<file path="src/hdl/siul_pkg.sv">
package siul_pkg;

	localparam int MAX_SPANS  = 128;
	localparam int COORD_BITS = 16;
	localparam int IDX_BITS   = $clog2(MAX_SPANS);
	localparam int CNT_BITS   = $clog2(MAX_SPANS + 1);
	localparam int OP_BITS    = 2;

	localparam int GRP_SIZE = 16;
	localparam int NUM_GRPS = (MAX_SPANS + GRP_SIZE - 1) / GRP_SIZE;

	localparam int IN_BITS       = 2 * COORD_BITS + IDX_BITS;
	localparam int IN_DATA_BITS  = ((IN_BITS + 7) / 8) * 8;
	localparam int OUT_BITS      = CNT_BITS + 2 * COORD_BITS;
	localparam int OUT_DATA_BITS = ((OUT_BITS + 7) / 8) * 8;

	localparam logic [OP_BITS-1:0] OP_ADD   = 2'd0;
	localparam logic [OP_BITS-1:0] OP_CLEAR = 2'd1;
	localparam logic [OP_BITS-1:0] OP_READ  = 2'd2;

	typedef struct packed {
		logic [COORD_BITS-1:0] left;
		logic [COORD_BITS-1:0] right;
		logic                  ge;
		logic                  gt;
	} span_cell_t;

	typedef struct packed {
		logic                  classify;
		logic                  merge;
		logic                  stretch;
		logic                  insert;
		logic [CNT_BITS-1:0]   count;
		logic [COORD_BITS-1:0] lo;
		logic [COORD_BITS-1:0] hi;
	} cell_ctrl_t;

	localparam span_cell_t EDGE_HEAD = '{left: '0, right: '0, ge: 1'b0, gt: 1'b0};
	localparam span_cell_t EDGE_TAIL = '{left: '0, right: '0, ge: 1'b1, gt: 1'b1};

endpackage

</file>
<file path="src/hdl/siul_cell.sv">
module siul_cell
	import siul_pkg::*;
(
	input  logic                clk,
	input  logic                arst_n,
	input  cell_ctrl_t          ctrl,
	input  logic [IDX_BITS-1:0] pos,
	input  span_cell_t          prev,
	input  span_cell_t          next,
	output span_cell_t          cur
);

	logic [COORD_BITS-1:0] left_q, right_q, left_d, right_d;
	logic                  ge_q, gt_q, ge_d, gt_d;
	logic                  valid, first_me, ov;

	assign valid    = CNT_BITS'(pos) < ctrl.count;
	assign first_me = ge_q && !prev.ge;
	assign ov       = ge_q && !gt_q;

	always_comb begin
		left_d  = left_q;
		right_d = right_q;
		ge_d    = ge_q;
		gt_d    = gt_q;
		if (ctrl.classify) begin
			ge_d = !valid || (right_q >= ctrl.lo);
			gt_d = !valid || (left_q > ctrl.hi);
		end else if (ctrl.merge) begin
			if (first_me) begin
				right_d = next.right;
			end else if (prev.ge) begin
				left_d  = next.left;
				right_d = next.right;
				ge_d    = next.ge;
				gt_d    = next.gt;
			end
		end else if (ctrl.stretch) begin
			if (ov) begin
				left_d  = (left_q < ctrl.lo) ? left_q : ctrl.lo;
				right_d = (right_q > ctrl.hi) ? right_q : ctrl.hi;
			end
		end else if (ctrl.insert) begin
			if (first_me) begin
				left_d  = ctrl.lo;
				right_d = ctrl.hi;
			end else if (prev.ge) begin
				left_d  = prev.left;
				right_d = prev.right;
				ge_d    = prev.ge;
				gt_d    = prev.gt;
			end
		end
	end

	always_ff @(posedge clk or negedge arst_n) begin
		if (!arst_n) begin
			ge_q <= 1'b1;
			gt_q <= 1'b1;
		end else begin
			ge_q <= ge_d;
			gt_q <= gt_d;
		end
	end

	always_ff @(posedge clk) begin
		left_q  <= left_d;
		right_q <= right_d;
	end

	assign cur = '{left: left_q, right: right_q, ge: ge_q, gt: gt_q};

endmodule

</file>
<file path="config.mk">
export PLATFORM = sky130hd
export DESIGN_NAME = siul_cell
export DESIGN_NICKNAME = d
export VERILOG_FILES = /design/src/hdl/siul_pkg.sv /design/src/hdl/siul_cell.sv
export SDC_FILE = /design/constraint.sdc
export NUM_CORES = 1
export LEC_CHECK = 0
export ABC_CLOCK_PERIOD_IN_PS = 4100
export BUFFER_PORTS_ARGS = -buffer_cell sky130_fd_sc_hd__buf_2
export CAP_MARGIN = 20
export CORE_MARGIN = 2
export CORE_UTILIZATION = 49
export CTS_BUF_LIST = sky130_fd_sc_hd__clkbuf_8
export DETAILED_ROUTE_END_ITERATION = 16
export PLACE_DENSITY_LB_ADDON = 0.2
export SETUP_SLACK_MARGIN = 0.5
export SLEW_MARGIN = 40
export SYNTH_ARGS = -nofsm -noshare
export SYNTH_HDL_FRONTEND = slang
export SYNTH_SLANG_ARGS = --single-unit
</file>
<file path="constraint.sdc">
create_clock -name clk -period 4.1 [get_ports clk]
set_input_delay 0.41 -clock clk [delete_from_list [all_inputs] [get_ports clk]]
set_output_delay 0.41 -clock clk [all_outputs]
set_load 0.01 [all_outputs]
</file>
* After elaboration in Yosys (flattened, before gate mapping)
Cells that the tools add are included.
Storage, ports and cells: output and inout port bits 34, register bits 34, word-level logic and storage cells 66, input bits 121
Cells by class: reduce and logical (&&, ||, !) cells 14, bitwise operators 1, $lt $le $gt $ge 5, equal/unequal tests 8, multiplexer cells 34
Operators by type and width (count):
- $mux W16 | 18
- $gt A16 B16 Y1 | 2
- $ge A16 B16 Y1 | 1
- $lt A16 B16 Y1 | 1
- $mux W1 | 16
- $ne A3 B1 Y1 const B | 3
- $reduce_bool A3 Y1 | 3
- $lt A7 B8 Y1 | 1
- $reduce_and A7 Y1 | 1
- $ne A3 B3 Y1 const B | 2
- $reduce_and A6 Y1 | 1
- $ne A2 B2 Y1 const B | 2
- $reduce_and A4 Y1 | 1
- $logic_not A1 Y1 | 3
- $logic_and A1 B1 Y1 | 2
- $logic_or A1 B1 Y1 | 2
- $ne A2 B1 Y1 const B | 1
- $reduce_bool A2 Y1 | 1
- $not A1 Y1 | 1

* Logic depth before layout (Yosys ltp)
word-level depth 7, gate-level depth with buffers 7, gate-level depth less buffers 7

* Least setup slack after synthesis
No wires, ideal clock.
path type reg-to-reg, start register right_q[12], end register right_q[0], enable pin, period minus slack after synthesis 2.998 ns, path buffers 0, library setup time 0.406 ns, arrival 2.592 ns, path slack 1.102 ns, required time 3.694 ns, cell stages (with the launch flop) 7, cell sequence edfxtp_1 -> ha_1 -> nand3_1 -> or3_4 -> nor3_2 -> nor2_1 -> a2111oi_2
Between the ends: word-level cells in the longest chain between the ends 3
RTL lines:
- start: declaration | RTL line siul_cell.sv:13 | logic [COORD_BITS-1:0] left_q, right_q, left_d, right_d;
- start signal: assignment | RTL line siul_cell.sv:68 | right_q <= right_d;
- $gt A16 B16 Y1 | RTL line siul_cell.sv:41 | right_d = (right_q > ctrl.hi) ? right_q : ctrl.hi;
- $ne A3 B3 Y1 (no line)
- $reduce_and A6 Y1 (no line)
Every way passes these cells. A chain may end at the register's enable or synchronous reset.

* Final worst setup path
start register right_q[12], end register right_q[3], enable pin
Same word-level chain as after synthesis.

==> metrics.md <==
| Metric | Value |
|---|---|
| Multi-input logic area | 2225 µm² |
| DIE AREA | a little under 8000 µm² |
| Number of synthesized flops with an enable pin | 32 |
| Yosys warns | 0 |
| Vias in the first global route | around 3200 |
| Global Route Usage Sum | 0.2479 |
| WL final | approximately 9.4 mm |
| Post-cts resize count | 0 |
| Min Tclk post-route | about 2.8 ns |
| Avg WL per Cell | between 10 and 15 µm |
| FFs w/ async S/R, synth | 0.05882 |
| Max_slew headroom | 0.5334 |
| HPWL after detailed placement | roughly 8 mm |
| Post-synth top flop | edfxtp_1 |
| First DRT Iteration DRCs | between 100 and 150 |
| Total I/O pin count | 155 |
| Overflow after GRT | 0 |
| Avg Cell Area, Syn | 9.043 µm² |
| Largest net degree at the start of global routing | between 60 and 70 |
| Final hold violations | 0 |
| R2R Setup Slk | about 1.3 ns |
| Setup crit end kind | register |
| Inserted Clock Buffers | 5 |
| Critical path class | reg2reg |
| Worst slew pin tran | 0.6984 ns |
| Reg2reg end | right_q[3] |
| Cell taking the most area after synthesis | edfxtp_1 |
| Setup Fix Bufs, Post-CTS | 0 |
| RD Place Congestion | 0.8217 |
| Worst Clk Skew | 0.007983 ns |
| Clk root buf | clkbuf_8 |
| Antenna viol nets, final | 0 |
| Vias per cell | ~5.3 |
| Worst-Skew Late Latency | 0.30 ns |
| Area contributors post-synth | edfxtp_1, ha_1, mux2i_1, o21ai_1, inv_1 |
| Syn nets | 572 |
| Top-area cell type share of the netlist area | 0.2782 |
| Reg area | 1013 µm² |
| Fillers | about 600 |
| CTS max path bufs | 2 |
| TritonCTS clock tree | yes |
| DR pass1 iterations | 6 |
| Met2 WL | just under 5 mm |
| Netlist cell types | 43 |
| CP required | a little over 4 ns |
| First-pass GRT wire length | 14.67 mm |
| Max-cap violations | 0 |
| Area Growth Syn to Fin | 28.14% |
| Wire length on met3 | 441 µm |
| Run status | complete, no violations |
| CTS sink cnt | 34 |
| PD cells | 240.4 nW/µm² |
| P_sw | 0.0003580 W |
| Post-layout nets | 726 |
| Reg2reg start | right_q[12] |
| Hold WS | about 0.06 ns |
| Share of post-route cells with drive strength above 1 | 0.3222 |
| Final setup vio count | 0 |
| Rows | 30 |
| Seq pwr share | 0.416 |
| Util after Layout | 0.6516 |
| Drt drc | 0 |
| CTS H-Tree Depth | 2 |
| Post-cts hold buffer count | 0 |
| Leakage | 2.276 nW |
| Startpoint Class | register |
| Net Sw Frac | 0.3363 |
| Min-delay worst type | in2async |
| Met1 Wirelength | 4.020 mm |
| Slew Viols, Final | 0 |
| Initial core utilization | 0.5085 |
| Die H | 87.97 µm |
| Unrepaired setup endpoints after global routing | false |
| I/O Buffers | approximately 150 |
| Part of the power in the clock network | 0.232 |
| Core box area | 6794 µm² |
| Worst-case vdd ir drop | 0.1266 mV |
| Clk slew on worst S/H paths | 0.07 ns |
| Setup TNS | 0 ns |
| Total number of vias | 3347 |
| Internal power | 0.0007064 W |
| Logic pwr share | 0.352 |
| Critical path data arrival time | about 2.8 ns |
| Maximum clock frequency | 361.3 MHz |
| Top routing layer in use | met4 |
| Cells on worst reg2reg path | 7 |
| Sequential area share after synthesis | 0.2934 |
| Initial antenna violation count | 0 |
| Synth Register Bits | 34 |
| Post-Syn Area | 3455 µm² |
| Gate count of the mapped netlist | 382 |
| Fin crit share | 0.6751 |
| Die width | approximately 90 µm |
| # diodes | 0 |
| Max FO, Critical Path | 9 |
[cell families after synthesis]
kind of cell,share of synthesized area
AO/OA/AOI/OAI,0.1706
flip-flops,0.2934
AND/OR/NAND/NOR,0.1221
buffers and inverters,0.06845
adder cells (fa/ha/maj),0.2499
multiplexers,0.09562
[cells in the final DEF, fill, tap and decap left out, types with 2 or more instances in the layout]
cell type,synthesis,routed
dfstp_2,2,2
o21ai_1,36,36
edfxtp_1,32,32
a211oi_1,3,3
a21oi_1,26,26
nand2_1,42,42
o211ai_1,5,5
nand2b_1,2,2
a21o_1,5,5
o221ai_1,3,3
and3_1,2,2
clkinv_1,0,3
buf_2,3,154
buf_4,2,5
o21ai_0,9,9
ha_1,69,69
nor2b_1,6,6
a211o_1,3,3
mux2i_1,33,33
inv_2,2,2
nor3_1,3,3
nand3_1,5,5
inv_1,46,46
clkbuf_8,0,5
nand3b_1,2,2
nor2_1,11,11
nand4_1,7,7
[worst max path at each step]
stage | from | to | depth (start not counted)
6_report | right_q[12] | right_q[3] | 7
5_1_grt | right_q[12] | right_q[6] | 7
4_1_cts | right_q[12] | right_q[2] | 7
3_5_place_dp | ctrl[10] | right_q[2] | 9
3_3_place_gp | ctrl[11] | right_q[0] | 9
2_1_floorplan | right_q[12] | right_q[0] | 6
[power by group through the flow]
stage,Sequential [W],Clock (W),Combinational [W]
CTS,0.000443,0.000249,0.000377
global route,0.000447,0.000258,0.000426
finish,0.000443,0.000247,0.000375
global placement,0.000450,0,0.000365
floorplan,0.000454,0,0.000216
detailed placement,0.000450,0,0.000375
[layout make-up]
class,count,area share
Inverter,48,0.04070
Timing Repair Buffer,159,0.1826
Clock inverter,3,0.002544
Sequential cell,34,0.2289
Multi-Input combinational cell,288,0.5025
Tap cell,96,0.02713
Clock buffer,5,0.01555
[through the flow]
| stage | cell area (µm²) | std cells | setup slack (ns) | power [W] |
|---|---|---|---|---|
| detailed placement | 4347 | 625 | 1.199 | 0.0008257 |
| global route | 4427 | 633 | 1.218 | 0.001131 |
| floorplan | 3455 | 382 | 1.102 | 0.0006701 |
| global placement | 4347 | 625 | 1.230 | 0.0008146 |
| CTS | 4427 | 633 | 1.307 | 0.001069 |
| finish | 4427 | 633 | 1.332 | 0.001064 |
[state kept, by name, summed over array words and instances, names as in the netlist]
name and flops:
right_q 16, gt_q 1, ge_q 1, left_q 16
[Yosys cell counts (all sizes together), types with 3 or more instances]
master,number
ha,69
inv,48
o21ai,45
nand2,42
mux2i,33
edfxtp,32
a21oi,27
nor2,11
nand4,7
buf,6
clkbuf,6
nor2b,6
a21o,5
nand3,5
o211ai,5
nor3,4
a211o,3
a211oi,3
o221ai,3
[layer usage]
| metal | vias up | GRT usage |
|---|---|---|
| met3 | 9 | 0.04147 |
| met4 | 0 | 0.06573 |
| met1 | 1540 | 0.2950 |
| met5 | - | 0 |
| met2 | 100 | 0.4594 |
| li1 | 1698 | - |
[critical path, stage by stage, from the launching register on]
cell	delay (ns)
edfxtp_1	0.43
ha_1	0.31
nand3_1	0.10
or3_4	0.42
nor3_2	0.18
nor2_1	0.08
a2111oi_4	0.64
buf_4	0.31
Power figures use the tool's default switching activity.
